--- src/hdl/degree_trig_unit_assert.svh ---
// Assertion macros for the degree trig unit.
// Included by the top level; expects clk and arst_n in the including scope.
`ifndef DEGREE_TRIG_UNIT_ASSERT_SVH
`define DEGREE_TRIG_UNIT_ASSERT_SVH
`ifndef SYNTHESIS
`define DTU_ASSERT_IMPLY(label, ante, cons, msg) \
	label: assert property (@(posedge clk) disable iff (!arst_n) (ante) |-> (cons)) \
		else $error(msg);
`define DTU_ASSERT_NEVER(label, cond, msg) \
	label: assert property (@(posedge clk) disable iff (!arst_n) !(cond)) else $error(msg);
`else
`define DTU_ASSERT_IMPLY(label, ante, cons, msg)
`define DTU_ASSERT_NEVER(label, cond, msg)
`endif
`endif

--- src/hdl/dtu_pkg.sv ---
// Shared types, constants and elaboration-time table functions for the degree trig unit.
// Depends on nothing; used by every module of the block.
package dtu_pkg;

	localparam int CORDIC_STEPS_DEF = 32;
	localparam int ANGLE_FRAC_DEF = 16;
	localparam int Z_FRAC = 55;

	localparam logic [1:0] OP_SIN = 2'd0;
	localparam logic [1:0] OP_COS = 2'd1;
	localparam logic [1:0] OP_TAN = 2'd2;

	localparam logic [47:0] MAX_MAG = 48'h7FFF_FFFF_FFFF;
	localparam logic [47:0] NEG_MAG = 48'h8000_0000_0001;
	localparam logic [47:0] ONE_Q30 = 48'd1073741824;
	localparam logic [47:0] HALF_Q30 = 48'd536870912;
	localparam logic [47:0] RT_HALF_Q30 = 48'd759250125;
	localparam logic [47:0] RT3_HALF_Q30 = 48'd929887697;
	localparam logic [47:0] INV_RT3_Q30 = 48'd619925131;
	localparam logic [47:0] RT3_Q30 = 48'd1859775393;

	typedef struct packed {
		logic [1:0] operation;
		logic signed [31:0] angle;
	} in_t;

	typedef struct packed {
		logic signed [47:0] value;
		logic infinite;
		logic negative_infinity;
		logic saturated;
	} out_t;

	typedef struct packed {
		logic [1:0] op;
		logic oppose;
		logic special;
		logic inf;
		logic ninf;
		logic [47:0] spec_mag;
	} side_t;

	function automatic logic [63:0] udiv64(input logic [63:0] a, input logic [63:0] b);
		logic [63:0] q;
		logic [64:0] r;
		q = '0;
		r = '0;
		for (int i = 63; i >= 0; i--) begin
			r = {r[63:0], a[i]};
			if (r >= {1'b0, b}) begin
				r = r - {1'b0, b};
				q[i] = 1'b1;
			end
		end
		return q;
	endfunction

	function automatic logic [63:0] atan_recip(input logic [63:0] n);
		logic [63:0] p;
		logic [63:0] sum;
		logic [63:0] t;
		logic [63:0] k;
		logic neg;
		p = udiv64(64'h4000_0000_0000_0000, n);
		sum = '0;
		k = '0;
		neg = 1'b0;
		while (p != 64'd0) begin
			t = udiv64(p, {k[62:0], 1'b1});
			sum = neg ? sum - t : sum + t;
			neg = !neg;
			k = k + 64'd1;
			p = udiv64(udiv64(p, n), n);
		end
		return sum;
	endfunction

	function automatic logic [63:0] frac_div(input logic [63:0] a, input logic [63:0] q);
		logic [63:0] r;
		logic [63:0] rem;
		r = '0;
		rem = a;
		if (rem >= q) begin
			r = 64'd1;
			rem = rem - q;
		end
		for (int b = 0; b < Z_FRAC; b++) begin
			rem = rem << 1;
			r = r << 1;
			if (rem >= q) begin
				rem = rem - q;
				r[0] = 1'b1;
			end
		end
		return r;
	endfunction

	function automatic logic [63:0] atan_entry(input int i);
		logic [63:0] quarter;
		logic [63:0] a;
		logic [127:0] prod;
		quarter = atan_recip(64'd2) + atan_recip(64'd3);
		if (i == 0) begin
			a = quarter;
		end else if (i < 63) begin
			a = atan_recip(64'd1 << i);
		end else begin
			a = '0;
		end
		prod = {64'd0, frac_div(a, quarter)} * 128'd45;
		return prod[63:0];
	endfunction

	function automatic logic [63:0] cordic_gain(input int steps);
		logic [63:0] p2;
		logic [63:0] one;
		logic [63:0] k;
		logic [63:0] c;
		logic [127:0] m1;
		logic [127:0] m2;
		one = 64'd1 << 60;
		p2 = one;
		k = '0;
		for (int i = 0; i < steps && i < 32; i++) begin
			p2 = p2 + (p2 >> (2 * i));
		end
		for (int b = 60; b >= 0; b--) begin
			c = k | (64'd1 << b);
			m1 = {64'd0, c} * {64'd0, c};
			m2 = {64'd0, m1[123:60]} * {64'd0, p2};
			if (m2[123:60] <= one) begin
				k = c;
			end
		end
		return k;
	endfunction

endpackage

--- src/hdl/dtu_reduce.sv ---
// Angle reduction, quadrant folding and exact-angle detection, six pipeline stages.
// Depends on dtu_pkg.
module dtu_reduce #(
	parameter int FRAC = dtu_pkg::ANGLE_FRAC_DEF
) (
	input  logic                clk,
	input  logic                arst_n,
	input  logic                in_valid,
	input  dtu_pkg::in_t        in_cmd,
	output logic                out_valid,
	output dtu_pkg::side_t      out_side,
	output logic signed [63:0]  out_z
);

	localparam int HW = 32 - (FRAC + 2);
	localparam int OFFQ = (2 ** (HW - 1) + 44) / 45;
	localparam int OFF = 45 * OFFQ;
	localparam int UW = HW + 1;
	localparam int QW = UW - 5;
	localparam int PW = UW + 27;
	localparam int RW = FRAC + 9;
	localparam int FW = FRAC + 7;
	localparam logic [26:0] RECIP = 27'd95443717;
	localparam logic [RW-1:0] C90 = RW'(longint'(90) << FRAC);
	localparam logic [RW-1:0] C180 = RW'(longint'(180) << FRAC);
	localparam logic [FW-1:0] F30 = FW'(longint'(30) << FRAC);
	localparam logic [FW-1:0] F45 = FW'(longint'(45) << FRAC);
	localparam logic [FW-1:0] F60 = FW'(longint'(60) << FRAC);
	localparam logic [FW-1:0] F90 = FW'(longint'(90) << FRAC);
	localparam logic OFF_PAR = OFFQ[0];

	logic signed [31:0] sh_tan;
	logic signed [31:0] sh_sc;
	logic [HW-1:0] h_sel;
	logic [UW-1:0] hu_d;

	logic v_s1, v_s2, v_s3, v_s4, v_s5, v_s6;
	logic [UW-1:0] hu_s1, hu_s2;
	logic [FRAC+2:0] low_s1, low_s2;
	logic [1:0] op_s1, op_s2, op_s3, op_s4, op_s5;
	logic [PW-1:0] prod_s2;
	logic [RW-1:0] r_s3, r_s4;
	logic par_s3, par_s4, par_s5;
	logic opp_s4, opp_s5;
	logic [FW-1:0] rr_s5;
	dtu_pkg::side_t side_s6;
	logic signed [63:0] z_s6;

	logic [QW-1:0] q_est;
	logic [UW-1:0] rem_full;
	logic [6:0] rem7;
	logic fix;
	logic [5:0] rem6;
	logic [RW-1:0] r_d3;
	logic [RW-1:0] r_d4;
	logic opp_d4;
	logic gt;
	logic [RW-1:0] rr_d5;
	logic opp_d5;
	dtu_pkg::side_t side_d6;

	assign sh_tan = in_cmd.angle >>> (FRAC + 2);
	assign sh_sc = in_cmd.angle >>> (FRAC + 3);
	assign h_sel = (in_cmd.operation == dtu_pkg::OP_TAN) ? sh_tan[HW-1:0] : sh_sc[HW-1:0];
	assign hu_d = UW'($signed(h_sel)) + UW'(OFF);

	assign q_est = prod_s2[PW-1:32];
	assign rem_full = hu_s2 - UW'(q_est) * UW'(45);
	assign rem7 = rem_full[6:0];
	assign fix = rem7 >= 7'd45;
	assign rem6 = fix ? 6'(rem7 - 7'd45) : rem7[5:0];
	assign r_d3 = (op_s2 == dtu_pkg::OP_TAN) ? RW'({rem6, low_s2[FRAC+1:0]})
		: {rem6, low_s2};

	always_comb begin
		r_d4 = r_s3;
		opp_d4 = 1'b0;
		if (op_s3 != dtu_pkg::OP_TAN && r_s3 >= C180) begin
			r_d4 = r_s3 - C180;
			opp_d4 = 1'b1;
		end
	end

	assign gt = r_s4 > C90;

	always_comb begin
		rr_d5 = r_s4;
		opp_d5 = opp_s4;
		case (op_s4)
			dtu_pkg::OP_COS: begin
				rr_d5 = gt ? r_s4 - C90 : C90 - r_s4;
				opp_d5 = opp_s4 ^ gt;
			end
			dtu_pkg::OP_TAN: begin
				rr_d5 = gt ? C180 - r_s4 : r_s4;
				opp_d5 = gt;
			end
			default: begin
				rr_d5 = gt ? C180 - r_s4 : r_s4;
			end
		endcase
	end

	always_comb begin
		side_d6.op = op_s5;
		side_d6.oppose = opp_s5;
		side_d6.special = 1'b0;
		side_d6.inf = 1'b0;
		side_d6.ninf = 1'b0;
		side_d6.spec_mag = '0;
		case (op_s5) inside
			dtu_pkg::OP_SIN, dtu_pkg::OP_COS: begin
				if (rr_s5 == '0) begin
					side_d6.special = 1'b1;
				end else if (rr_s5 == F30) begin
					side_d6.special = 1'b1;
					side_d6.spec_mag = dtu_pkg::HALF_Q30;
				end else if (rr_s5 == F45) begin
					side_d6.special = 1'b1;
					side_d6.spec_mag = dtu_pkg::RT_HALF_Q30;
				end else if (rr_s5 == F60) begin
					side_d6.special = 1'b1;
					side_d6.spec_mag = dtu_pkg::RT3_HALF_Q30;
				end else if (rr_s5 == F90) begin
					side_d6.special = 1'b1;
					side_d6.spec_mag = dtu_pkg::ONE_Q30;
				end
			end
			dtu_pkg::OP_TAN: begin
				if (rr_s5 == '0) begin
					side_d6.special = 1'b1;
				end else if (rr_s5 == F30) begin
					side_d6.special = 1'b1;
					side_d6.spec_mag = dtu_pkg::INV_RT3_Q30;
				end else if (rr_s5 == F45) begin
					side_d6.special = 1'b1;
					side_d6.spec_mag = dtu_pkg::ONE_Q30;
				end else if (rr_s5 == F60) begin
					side_d6.special = 1'b1;
					side_d6.spec_mag = dtu_pkg::RT3_Q30;
				end else if (rr_s5 == F90) begin
					side_d6.special = 1'b1;
					side_d6.inf = 1'b1;
					side_d6.ninf = par_s5;
					side_d6.oppose = par_s5;
					side_d6.spec_mag = dtu_pkg::MAX_MAG;
				end
			end
			default: begin
				side_d6.special = 1'b1;
				side_d6.oppose = 1'b0;
			end
		endcase
	end

	always_ff @(posedge clk or negedge arst_n) begin
		if (!arst_n) begin
			v_s1 <= 1'b0;
			v_s2 <= 1'b0;
			v_s3 <= 1'b0;
			v_s4 <= 1'b0;
			v_s5 <= 1'b0;
			v_s6 <= 1'b0;
		end else begin
			v_s1 <= in_valid;
			v_s2 <= v_s1;
			v_s3 <= v_s2;
			v_s4 <= v_s3;
			v_s5 <= v_s4;
			v_s6 <= v_s5;
		end
	end

	always_ff @(posedge clk) begin
		hu_s1 <= hu_d;
		low_s1 <= in_cmd.angle[FRAC+2:0];
		op_s1 <= in_cmd.operation;
		prod_s2 <= PW'(hu_s1) * PW'(RECIP);
		hu_s2 <= hu_s1;
		low_s2 <= low_s1;
		op_s2 <= op_s1;
		r_s3 <= r_d3;
		par_s3 <= q_est[0] ^ fix ^ OFF_PAR;
		op_s3 <= op_s2;
		r_s4 <= r_d4;
		opp_s4 <= opp_d4;
		par_s4 <= par_s3;
		op_s4 <= op_s3;
		rr_s5 <= rr_d5[FW-1:0];
		opp_s5 <= opp_d5;
		par_s5 <= par_s4;
		op_s5 <= op_s4;
		side_s6 <= side_d6;
		z_s6 <= $signed(64'(rr_s5) << (dtu_pkg::Z_FRAC - FRAC));
	end

	assign out_valid = v_s6;
	assign out_side = side_s6;
	assign out_z = z_s6;

endmodule

--- config.mk ---
export PLATFORM = sky130hd
export DESIGN_NAME = dtu_reduce
export DESIGN_NICKNAME = d
export VERILOG_FILES = /design/src/hdl/degree_trig_unit_assert.svh /design/src/hdl/dtu_pkg.sv /design/src/hdl/dtu_reduce.sv
export SDC_FILE = /design/constraint.sdc
export NUM_CORES = 1
export LEC_CHECK = 0
export BUFFER_PORTS_ARGS = -buffer_cell sky130_fd_sc_hd__buf_2
export CORE_UTILIZATION = 63
export CTS_BUF_LIST = sky130_fd_sc_hd__clkbuf_16
export CTS_CLUSTER_SIZE = 14
export DETAILED_ROUTE_END_ITERATION = 6
export PLACE_DENSITY = 0.92
export SLEW_MARGIN = 20
export SYNTH_ARGS = -nofsm -noshare
export SYNTH_HDL_FRONTEND = slang
export SYNTH_SLANG_ARGS = --single-unit
--- constraint.sdc ---
create_clock -name clk -period 11.9 [get_ports clk]
set_clock_uncertainty 0.1 [all_clocks]
set_input_delay 1.19 -clock clk [delete_from_list [all_inputs] [get_ports clk]]
set_output_delay 1.19 -clock clk [all_outputs]
set_load 0.02 [all_outputs]
==> results of run 1 <==
-- worst max-delay path: stages, from the launching register on --
cell and delay [ns]:
dfxtp_1 0.43, ha_1 0.32, fa_1 0.51, ha_1 0.30, inv_1 0.08, fa_1 0.58
fa_1 0.45, fa_1 0.53, inv_1 0.06, ha_1 0.33, a211oi_1 0.29, o211ai_1 0.12
a2111oi_0 0.60, o2111ai_1 0.30, a2111oi_0 0.55, o31ai_1 0.16, xnor2_1 0.14
-- logic make-up after synthesis --
group,count (synthesis),synth area share [%]
AND/OR/NAND/NOR,182,7.92
buffers and inverters,261,10.8
flip-flops,208,36.2
multiplexers,14,1.21
adder cells (fa/ha/maj),235,30.5
other,1,0.0323
XOR/XNOR,68,5.25
AO/OA/AOI/OAI,143,8.14
-- metal layers --
layer,part of all wire (%),wire (um)
met4,4.7,1160
met5,0,0
met2,51,12700
met1,39,9640
met3,5.4,1340
-- worst paths after layout --
kind                               end  cells past startpoint       from  slack (ns)
max                        prod_s2[38]                     16   hu_s1[4]        5.93
min                            r_s3[4]                      0  low_s2[4]        0.22
max reg2reg                prod_s2[38]                     16   hu_s1[4]        5.93
min reg2reg                    r_s3[4]                      0  low_s2[4]        0.22
max in group asynchronous    out_valid                      1     arst_n       11.14
min in group asynchronous         v_s1                      1     arst_n        0.42
-- layout make-up --
cell class                      instances  area share [%]
Multi-Input combinational cell        684            50.0
Sequential cell                       208            33.2
Inverter                              181            5.38
Timing Repair Buffer                  114            4.54
Clock buffer                           20            3.97
Tap cell                              229            2.27
Clock inverter                         12           0.575
-- cell usage after synthesis (2+ instances only) --
cell type	number	area, um2
dfxtp_1	202	4040
or2_2	4	25.0
nor3b_1	4	30.0
a211o_1	3	26.3
or3b_2	2	17.5
xor2_1	24	210
mux2i_1	14	140
o2111ai_1	3	26.3
o211ai_1	9	67.6
nand4_1	6	37.5
a32oi_1	2	17.5
clkbuf_1	6	22.5
a31oi_1	5	31.3
inv_1	181	679
nor2_1	43	161
or4_1	3	22.5
buf_1	2	7.51
o21a_1	4	30.0
and3_1	5	31.3
nand2_1	49	184
nand2b_1	7	43.8
dfrtp_1	6	150
a21oi_1	40	200
nor2b_1	9	56.3
o31ai_1	6	45.0
nor3_1	18	90.1
xnor2_1	43	377
nor4_1	13	81.3
o21bai_1	3	22.5
a2111oi_0	4	35.0
o41ai_1	2	17.5
a21o_1	5	37.5
o21ai_0	31	155
a31o_2	2	17.5
o22ai_1	3	18.8
nor4b_1	2	17.5
a211oi_1	8	60.1
nand3_1	10	50.1
a21boi_0	3	22.5
fa_1	80	1600
ha_1	155	1940
buf_4	71	533
-- registers in the layout (all words and copies together) (netlist names), 5 cells and up --
signal    flops
hu_s1        15
r_s3         25
r_s4         25
rr_s5        23
out_z        23
low_s2       19
low_s1       19
out_side     24
hu_s2         5
prod_s2       9
-- stage by stage --
stage / utilization, % / setup slack (ns) / hold WS [ns]
6_report: 70.0 / 5.93 / 0.216
5_1_grt: 70.0 / 5.73 / 0.230
4_1_cts: 70.0 / 6.05 / 0.215
3_5_place_dp: 66.8 / 6.05 / 0.212
3_3_place_gp: 66.8 / 6.34 / 0.210
2_1_floorplan: - / 6.64 / 0.210
==> summary.txt, run 1 <==
Timing
  – # setup viols final: 0
  – Worst slew pin tran: 0.993 ns
  – Fin. max-slew vios: 0
  – Tcrit/Tclk final: 50.2%
  – Slew HR: 33.6%
  – Hold Vio Cnt, Final: 0
  – Setup TNS: 0 ns
  – Post-route minimum period: 5.97 ns
  – Max Clock Freq: 0.168 GHz
  – RSZ-0062 raised after global routing: no

Global route
  – Initial antenna violation count: 0
  – Vias in the first global route: 8,163
  – GRT Max-Usage Layer: met2
  – M1 GR Usage: 30.7%
  – Grt met2 use: 48.4%
  – Total gr overflow: 0
  – Largest net degree at the start of global routing: 25
  – First-pass GRT wire length: 39.1 mm
  – Met3 usage: 3.75%
  – Overall routing resource usage: 26.6%

Detailed routing
  – Post-Route WL: 24.8 mm
  – Routed via count: 8,027
  – Initial DRT Pass Iterations: 6
  – Remaining DRCs: 0
  – Antenna Nets Post-Route: 0
  – DR vias/cell: 5.54
  – Average wire per standard cell: 17.1 um
  – 1st-iter DRT viols: 602

Clock network
  – H-tree levels: 1
  – Number of buffers added for setup after CTS: 0
  – # hold bufs at CTS: 0
  – Clock Path Buffers: 3
  – CTS sink count: 208
  – CTS tree: built
  – Worst skew pair latency: 0.50 ns
  – Post_cts resized: 0
  – Clk slew on worst S/H paths: 0.06 ns
  – CTS buffer count: 20
  – CTS Root Cell: clkbuf_16

Yosys
  – Ys async rst share: 2.88%
  – Yosys reg bits: 208
  – Cell count after synthesis: 1,112
  – Mapped Area: 11,600 um2
  – Post-synth EDFFs: 0
  – Synth warn: 0
  – Synthesized area per cell: 10.4 um2
  – Post-synthesis cell type count: 62
  – Sequential area share after synthesis: 36.2%
  – Dominant synthesized flop cell: dfxtp_1

Floorplanning
  – Io pins: 156
  – Die ar.: 19,000 um2
  – Die X: 138 um
  – Starting Density: 64.3%
  – Die height: 138 um
  – CORE AREA: 18,000 um2
  – Row count: 49

Placement
  – Post-DP HPWL: 19.3 mm
  – Cell Area, Placed: 12,000 um2
  – Gpl congestion: 0.981
  – Placed insts: 1,416
  – Buffers on Ports: 113

Worst hold path
  – Hold WC Path Type: register to register

Final layout
  – Nets: 1,481
  – Final Cell Area: 12,600 um2
  – Commonest non-fill, non-tap cells in the layout: dfxtp_1 (202), inv_1 (185), ha_1 (155), buf_2 (113), fa_1 (80)
  – # diodes: 0
  – Most common cell after layout, fill and taps aside: dfxtp_1
  – Layout area overhead: 8.78%
  – Sequential cell area: 4190 um2
  – Layout cell share with drive strength beyond 1: 12.6%
  – Post-Layout Cell Count: 1,448
  – Area of the multi-input gates: 6310 um2
  – Fillers: 1,196

Flow run
  – Max-cap violations: 0

Worst setup path
  – Endpoint class of the critical path: register
  – Setup CP Type: register to register
  – CP Launch Type: register
  – Crit Path Max Fanout: 5
  – WP data arrival: 6.25 ns
  – Worst Path Required: 12.18 ns

Run status
  – Outcome: finished clean
Power of run 1 is left out: the tool's default activity adds up to more than one toggle a clock period on the data nets, which glitch-free logic cannot reach.
==> run 2, diff against run 1 <==
--- a/config.mk
+++ b/config.mk
@@ -6,11 +6,11 @@
 export NUM_CORES = 1
 export LEC_CHECK = 0
 export BUFFER_PORTS_ARGS = -buffer_cell sky130_fd_sc_hd__buf_2
-export CORE_UTILIZATION = 63
+export CORE_UTILIZATION = 59
 export CTS_BUF_LIST = sky130_fd_sc_hd__clkbuf_16
 export CTS_CLUSTER_SIZE = 14
 export DETAILED_ROUTE_END_ITERATION = 6
-export PLACE_DENSITY = 0.92
+export PLACE_DENSITY = 0.87
 export SLEW_MARGIN = 20
 export SYNTH_ARGS = -nofsm -noshare
 export SYNTH_HDL_FRONTEND = slang
==> constraint.sdc (replaced) <==
create_clock -name clk -period 6.05 [get_ports clk]
set_clock_uncertainty 0.1 [all_clocks]
set_input_delay 0.605 -clock clk [delete_from_list [all_inputs] [get_ports clk]]
set_output_delay 0.605 -clock clk [all_outputs]
set_load 0.02 [all_outputs]
==> run 2 against run 1 <==
Hold slack got worse by 0.11 ns. Highest routed layer unchanged. Register-to-register slack worse by 5.6 ns. Critical endpoint unchanged. Die area is 6.7% higher. Sequential share of layout area down 0.33 points. Global-route usage is 3.0 points lower.
==> summary.txt, run 2 (synthesized netlist as in run 1, its figures left out) <==
Run status
  – Outcome: finished clean

Timing
  – Max Clock Freq: 0.174 GHz (+4.0%)
  – Setup TNS: 0 ns (unchanged)
  – RSZ-0062 raised after global routing: no
  – Slew HR: 33.5% (-0.11 points)
  – Fin worst setup slack: 0.309 ns (-5.62 ns)
  – Hold Vio Cnt, Final: 0 (unchanged)
  – Tcrit/Tclk final: 94.9% (+45 points)
  – # setup viols final: 0 (unchanged)
  – Post-route minimum period: 5.74 ns (-0.228 ns)
  – Worst slew pin tran: 0.994 ns (+0.00172 ns)
  – Fin. max-slew vios: 0 (unchanged)

Worst setup path
  – Crit-path max cell delay: 0.59 ns (about the same)
  – Endpoint class of the critical path: register
  – Buffers & Inverters on Critical Path: 2 (unchanged)
  – WP data arrival: 6.01 ns (-0.24 ns)
  – Crit path cell chain: ha_1 > fa_1 > ha_1 > inv_1 > fa_1 > fa_1 > fa_1 > inv_1 > ha_1 > a211oi_1 > o211ai_1 > a2111oi_1 > o2111ai_1 > a2111oi_0 > o31ai_1 > xnor2_1
  – Worst Path Required: 6.31 ns (-5.87 ns)
  – CP top delay family: adder cells
  – RR Startpoint: hu_s1[2]
  – Crit Path Max Fanout: 5 (unchanged)
  – Setup CP Type: register to register
  – Crit. Startpoint: hu_s1[2]
  – Critical Path Most Common Cell: fa_1
  – Max stage delay cell, worst path: fa_1
  – CP Launch Type: register

Floorplanning
  – Die ar.: 20,200 um2 (+6.7%)
  – Die height: 142 um (+3.3%)
  – Row count: 50 (+2.0%)
  – Starting Density: 61.2% (-3.2 points)
  – Io pins: 156 (unchanged)
  – Die X: 142 um (+3.3%)
  – CORE AREA: 19,000 um2 (+5.2%)

Placement
  – Buffers on Ports: 113 (unchanged)
  – Gpl congestion: 0.979 (-0.18%)
  – Post-DP HPWL: 18.5 mm (-4.1%)
  – Place WS: 0.236 ns (-5.82 ns)

Clock network
  – Worst skew pair latency: 0.49 ns (about the same)
  – CTS buffer count: 21 (+5.0%)
  – CTS sink count: 208 (unchanged)
  – Clock Path Buffers: 3 (unchanged)
  – H-tree levels: 1 (unchanged)
  – CTS Root Cell: clkbuf_16
  – Clk slew on worst S/H paths: 0.06 ns (about the same)
  – CTS tree: built
  – Number of buffers added for setup after CTS: 0 (unchanged)

Detailed routing
  – Routed via count: 7,820 (-2.6%)
  – Average wire per standard cell: 15.8 um (-7.5%)
  – Post-Route WL: 23.5 mm (-5.4%)
  – Antenna Nets Post-Route: 0 (unchanged)
  – 1st-iter DRT viols: 431 (-28%)
  – Remaining DRCs: 0 (unchanged)
  – Initial DRT Pass Iterations: 5 (-1)
  – DR vias/cell: 5.28 (-4.8%)

Final layout
  – Layout area overhead: 9.87%
  – Layout cell share with drive strength beyond 1: 12.8% (+0.30 points)
  – Nets: 1,483 (+0.14%)
  – # diodes: 0 (unchanged)
  – Area of the multi-input gates: 6310 um2 (about the same)
  – Most common cell after layout, fill and taps aside: dfxtp_1
  – Fillers: 1,349 (+13%)
  – Sequential cell area: 4190 um2 (unchanged)
  – Commonest non-fill, non-tap cells in the layout: dfxtp_1 (202), inv_1 (182), ha_1 (155), buf_2 (113), fa_1 (80)

Global route
  – Total gr overflow: 0 (unchanged)
  – Largest net degree at the start of global routing: 25 (unchanged)
  – Vias in the first global route: 7,941 (-2.7%)
  – Overall routing resource usage: 23.6% (-3.0 points)
  – Initial antenna violation count: 0 (unchanged)
  – First-pass GRT wire length: 37.5 mm (-4.3%)

Worst hold path
  – Critical hold path startpoint: in_cmd[8]
  – Hold WC Path Type: input port to register

Flow run
  – Max-cap violations: 0 (unchanged)
## run 2: cell count changes in the layout (fill, tap and decap cells not counted), sizes merged
cell and change:
inv -1, clkinv +1, clkinvlp -1, dlygate4sd3 +1, bufinv +2, clkbuf +1
## run 2: timing repair
item / 4_1_cts / 5_1_grt
setup endpoints to repair: 0 / 2
hold endpoints to repair: 6 / 0
hold buffers: 1 / 0
resized for setup: 0 / 1
## run 2: final cells by class
class	instances	share of cell area, %
Tap cell	260	2.55
Inverter	181	5.33
Sequential cell	208	32.9
Timing Repair Buffer	115	4.58
Multi-Input combinational cell	684	49.5
Clock buffer	21	4.12
Clock inverter	13	0.972
## run 2: metrics by stage
step                instances  area, um2  utilization, %  hold WS, ns
floorplan                1153      11800               -        0.209
global placement         1447      12100            63.7        0.210
detailed placement       1447      12100            63.7        0.212
CTS                      1482      12700            67.2       0.0951
global route             1482      12700            67.2       0.0981
finish                   1482      12700            67.2        0.110
## run 2: path summary, 6_finish.rpt
| kind | depth (start not counted) | slack (ns) | end |
|---|---|---|---|
| worst max-delay path | 16 | 0.31 | prod_s2[38] |
| worst min-delay path | 1 | 0.11 | low_s1[8] |
| worst max register to register | 16 | 0.31 | prod_s2[38] |
| worst min register to register | 0 | 0.22 | low_s2[4] |
| max in group asynchronous | 2 | 5.35 | out_valid |
| min in group asynchronous | 2 | 0.36 | v_s1 |
## run 2: routing by layer
layer,routed length [um],vias to the layer above,GRT usage (%)
met5,0,-,0
met4,795,0,9.00
met3,1330,68,4.00
met2,11900,297,43.2
met1,9460,3709,27.5
li1,-,3746,-
Power of run 2 is left out for the same reason.
==> run 3, diff against run 2 <==
--- a/config.mk
+++ b/config.mk
@@ -6,11 +6,11 @@
 export NUM_CORES = 1
 export LEC_CHECK = 0
 export BUFFER_PORTS_ARGS = -buffer_cell sky130_fd_sc_hd__buf_2
-export CORE_UTILIZATION = 59
+export CORE_UTILIZATION = 42
 export CTS_BUF_LIST = sky130_fd_sc_hd__clkbuf_16
 export CTS_CLUSTER_SIZE = 14
 export DETAILED_ROUTE_END_ITERATION = 6
-export PLACE_DENSITY = 0.87
+export PLACE_DENSITY = 0.67
 export SLEW_MARGIN = 20
 export SYNTH_ARGS = -nofsm -noshare
 export SYNTH_HDL_FRONTEND = slang
==> run 3 against run 2 <==
Worst setup slack gained 0.24 ns. Via count down 6.0%. Fmax rose by 4.5%. Critical path depth stayed put. Routed wire length is 10% lower. Cell count is 5.8% higher. First-iteration DRC count decreased by 39%. Utilization is 19 points lower.
==> summary.txt, run 3 (synthesized netlist as in run 1, its figures left out) <==
Detailed routing
  – Average wire per standard cell: 13.4 um (-15%)
  – Post-Route WL: 21.0 mm (-10%)
  – 1st-iter DRT viols: 262 (-39%)
  – Antenna Nets Post-Route: 0 (unchanged)
  – Initial DRT Pass Iterations: 4 (-1)
  – Remaining DRCs: 0 (unchanged)
  – DR vias/cell: 4.69 (-11%)
  – Routed via count: 7,348 (-6.0%)

Global route
  – Largest net degree at the start of global routing: 25 (unchanged)
  – Vias in the first global route: 7,221 (-9.1%)
  – Overall routing resource usage: 14.9% (-8.7 points)
  – First-pass GRT wire length: 34.0 mm (-9.2%)
  – Total gr overflow: 0 (unchanged)
  – Initial antenna violation count: 0 (unchanged)

Worst setup path
  – RR Startpoint: hu_s1[5]
  – WP data arrival: 5.78 ns (-0.23 ns)
  – Critical Path Most Common Cell: fa_1
  – Crit-path max cell delay: 0.56 ns (-0.03 ns)
  – CP Launch Type: register
  – Worst Path Required: 6.33 ns (+0.02 ns)
  – Crit. Startpoint: hu_s1[5]
  – Crit path cell chain: ha_1 > fa_1 > ha_1 > inv_1 > fa_1 > fa_1 > fa_1 > inv_1 > ha_1 > a211oi_1 > o211ai_1 > a2111oi_1 > o2111ai_1 > a2111oi_1 > o31ai_1 > xnor2_1
  – Endpoint class of the critical path: register
  – Crit Path Max Fanout: 5 (unchanged)
  – Setup CP Type: register to register
  – Max stage delay cell, worst path: fa_1

Clock network
  – CTS sink count: 208 (unchanged)
  – Clock Path Buffers: 3 (unchanged)
  – H-tree levels: 1 (unchanged)
  – Number of buffers added for setup after CTS: 0 (unchanged)
  – CTS tree: built
  – Worst skew pair latency: 0.51 ns (+0.02 ns)
  – CTS buffer count: 22 (+4.8%)
  – CTS Root Cell: clkbuf_16
  – Clk slew on worst S/H paths: 0.06 ns (about the same)

Placement
  – Gpl congestion: 0.880 (-10%)
  – Cell Area, Placed: 12,200 um2 (+0.96%)
  – Buffers on Ports: 113 (unchanged)
  – Post-DP HPWL: 17.3 mm (-6.8%)

Flow run
  – Max-cap violations: 0 (unchanged)

Final layout
  – Nets: 1,486 (+0.20%)
  – # diodes: 0 (unchanged)
  – Final Cell Area: 12,900 um2 (+1.6%)
  – Layout cell share with drive strength beyond 1: 13.1% (+0.27 points)
  – Commonest non-fill, non-tap cells in the layout: dfxtp_1 (202), inv_1 (183), ha_1 (155), buf_2 (113), fa_1 (80)
  – Most common cell after layout, fill and taps aside: dfxtp_1
  – Final Util: 47.9% (-19 points)
  – Layout area overhead: 11.6%

Timing
  – Tcrit/Tclk final: 90.9% (-4.0 points)
  – Hold Vio Cnt, Final: 0 (unchanged)
  – RSZ-0062 raised after global routing: no
  – Hold_ws: 0.101 ns (-0.00841 ns)
  – Max Clock Freq: 0.182 GHz (+4.5%)
  – Worst slew pin tran: 0.860 ns (-0.134 ns)
  – Setup TNS: 0 ns (unchanged)
  – Slew HR: 41.2% (+7.7 points)
  – Fin. max-slew vios: 0 (unchanged)
  – Post-route minimum period: 5.50 ns (-0.245 ns)
  – # setup viols final: 0 (unchanged)

Worst hold path
  – Critical hold path startpoint: in_cmd[14]
  – Hold WC Path Type: input port to register

Floorplanning
  – Starting Density: 42.9% (-18 points)
  – Die ar.: 28,300 um2 (+40%)
  – Row count: 60 (+20%)
  – CORE AREA: 27,000 um2 (+43%)
  – Die height: 168 um (+18%)
  – Die X: 168 um (+18%)
  – Io pins: 156 (unchanged)

Run status
  – Outcome: finished clean
-- run 3: stage by stage --
stage          worst slack, ns  instances
6_report                 0.553       1568
5_1_grt                  0.110       1568
4_1_cts                  0.289       1568
3_5_place_dp             0.283       1530
3_3_place_gp             0.495       1530
2_1_floorplan            0.789       1153
-- run 3: layout make-up --
cell class	instances	area [um2]
clock buffers	22	551
clock inverters	15	184
fillers	2522	14100
inverters	181	679
multi-input cells	684	6310
flip-flops and latches	208	4190
well taps	341	427
repair buffers	117	598
-- run 3: critical path: cells and delay by family (launching register included) --
kind            cells  cell delay, ns
compound gates      6            1.65
xor+xnor            1            0.14
flops               1            0.41
buf+inv             2            0.12
fa+ha+maj           7            2.95
-- run 3: final timing paths --
check / endpoint / slack [ns] / depth (start not counted)
worst max-delay path: prod_s2[38] / 0.55 / 16
worst min-delay path: low_s1[14] / 0.10 / 1
worst max register to register: prod_s2[38] / 0.55 / 16
worst min register to register: low_s2[4] / 0.22 / 0
max in group asynchronous: v_s5 / 5.33 / 2
min in group asynchronous: v_s3 / 0.38 / 2
-- run 3: routing by layer --
layer  global-route usage [%]  share of wire [%]  vias up
met2                     26.6                 49      140
met4                     4.98                2.5        0
met3                     1.81                3.2       37
li1                         -                  -     3755
met1                     18.7                 45     3416
met5                        0                  0        -
-- run 3: what timing repair did --
action | 4_1_cts | 5_1_grt
setup endpoints to repair | 0 | 2
hold buffers | 1 | 0
gates resized for setup | 0 | 2
hold endpoints to repair | 6 | 0
Power of run 3 is left out for the same reason.
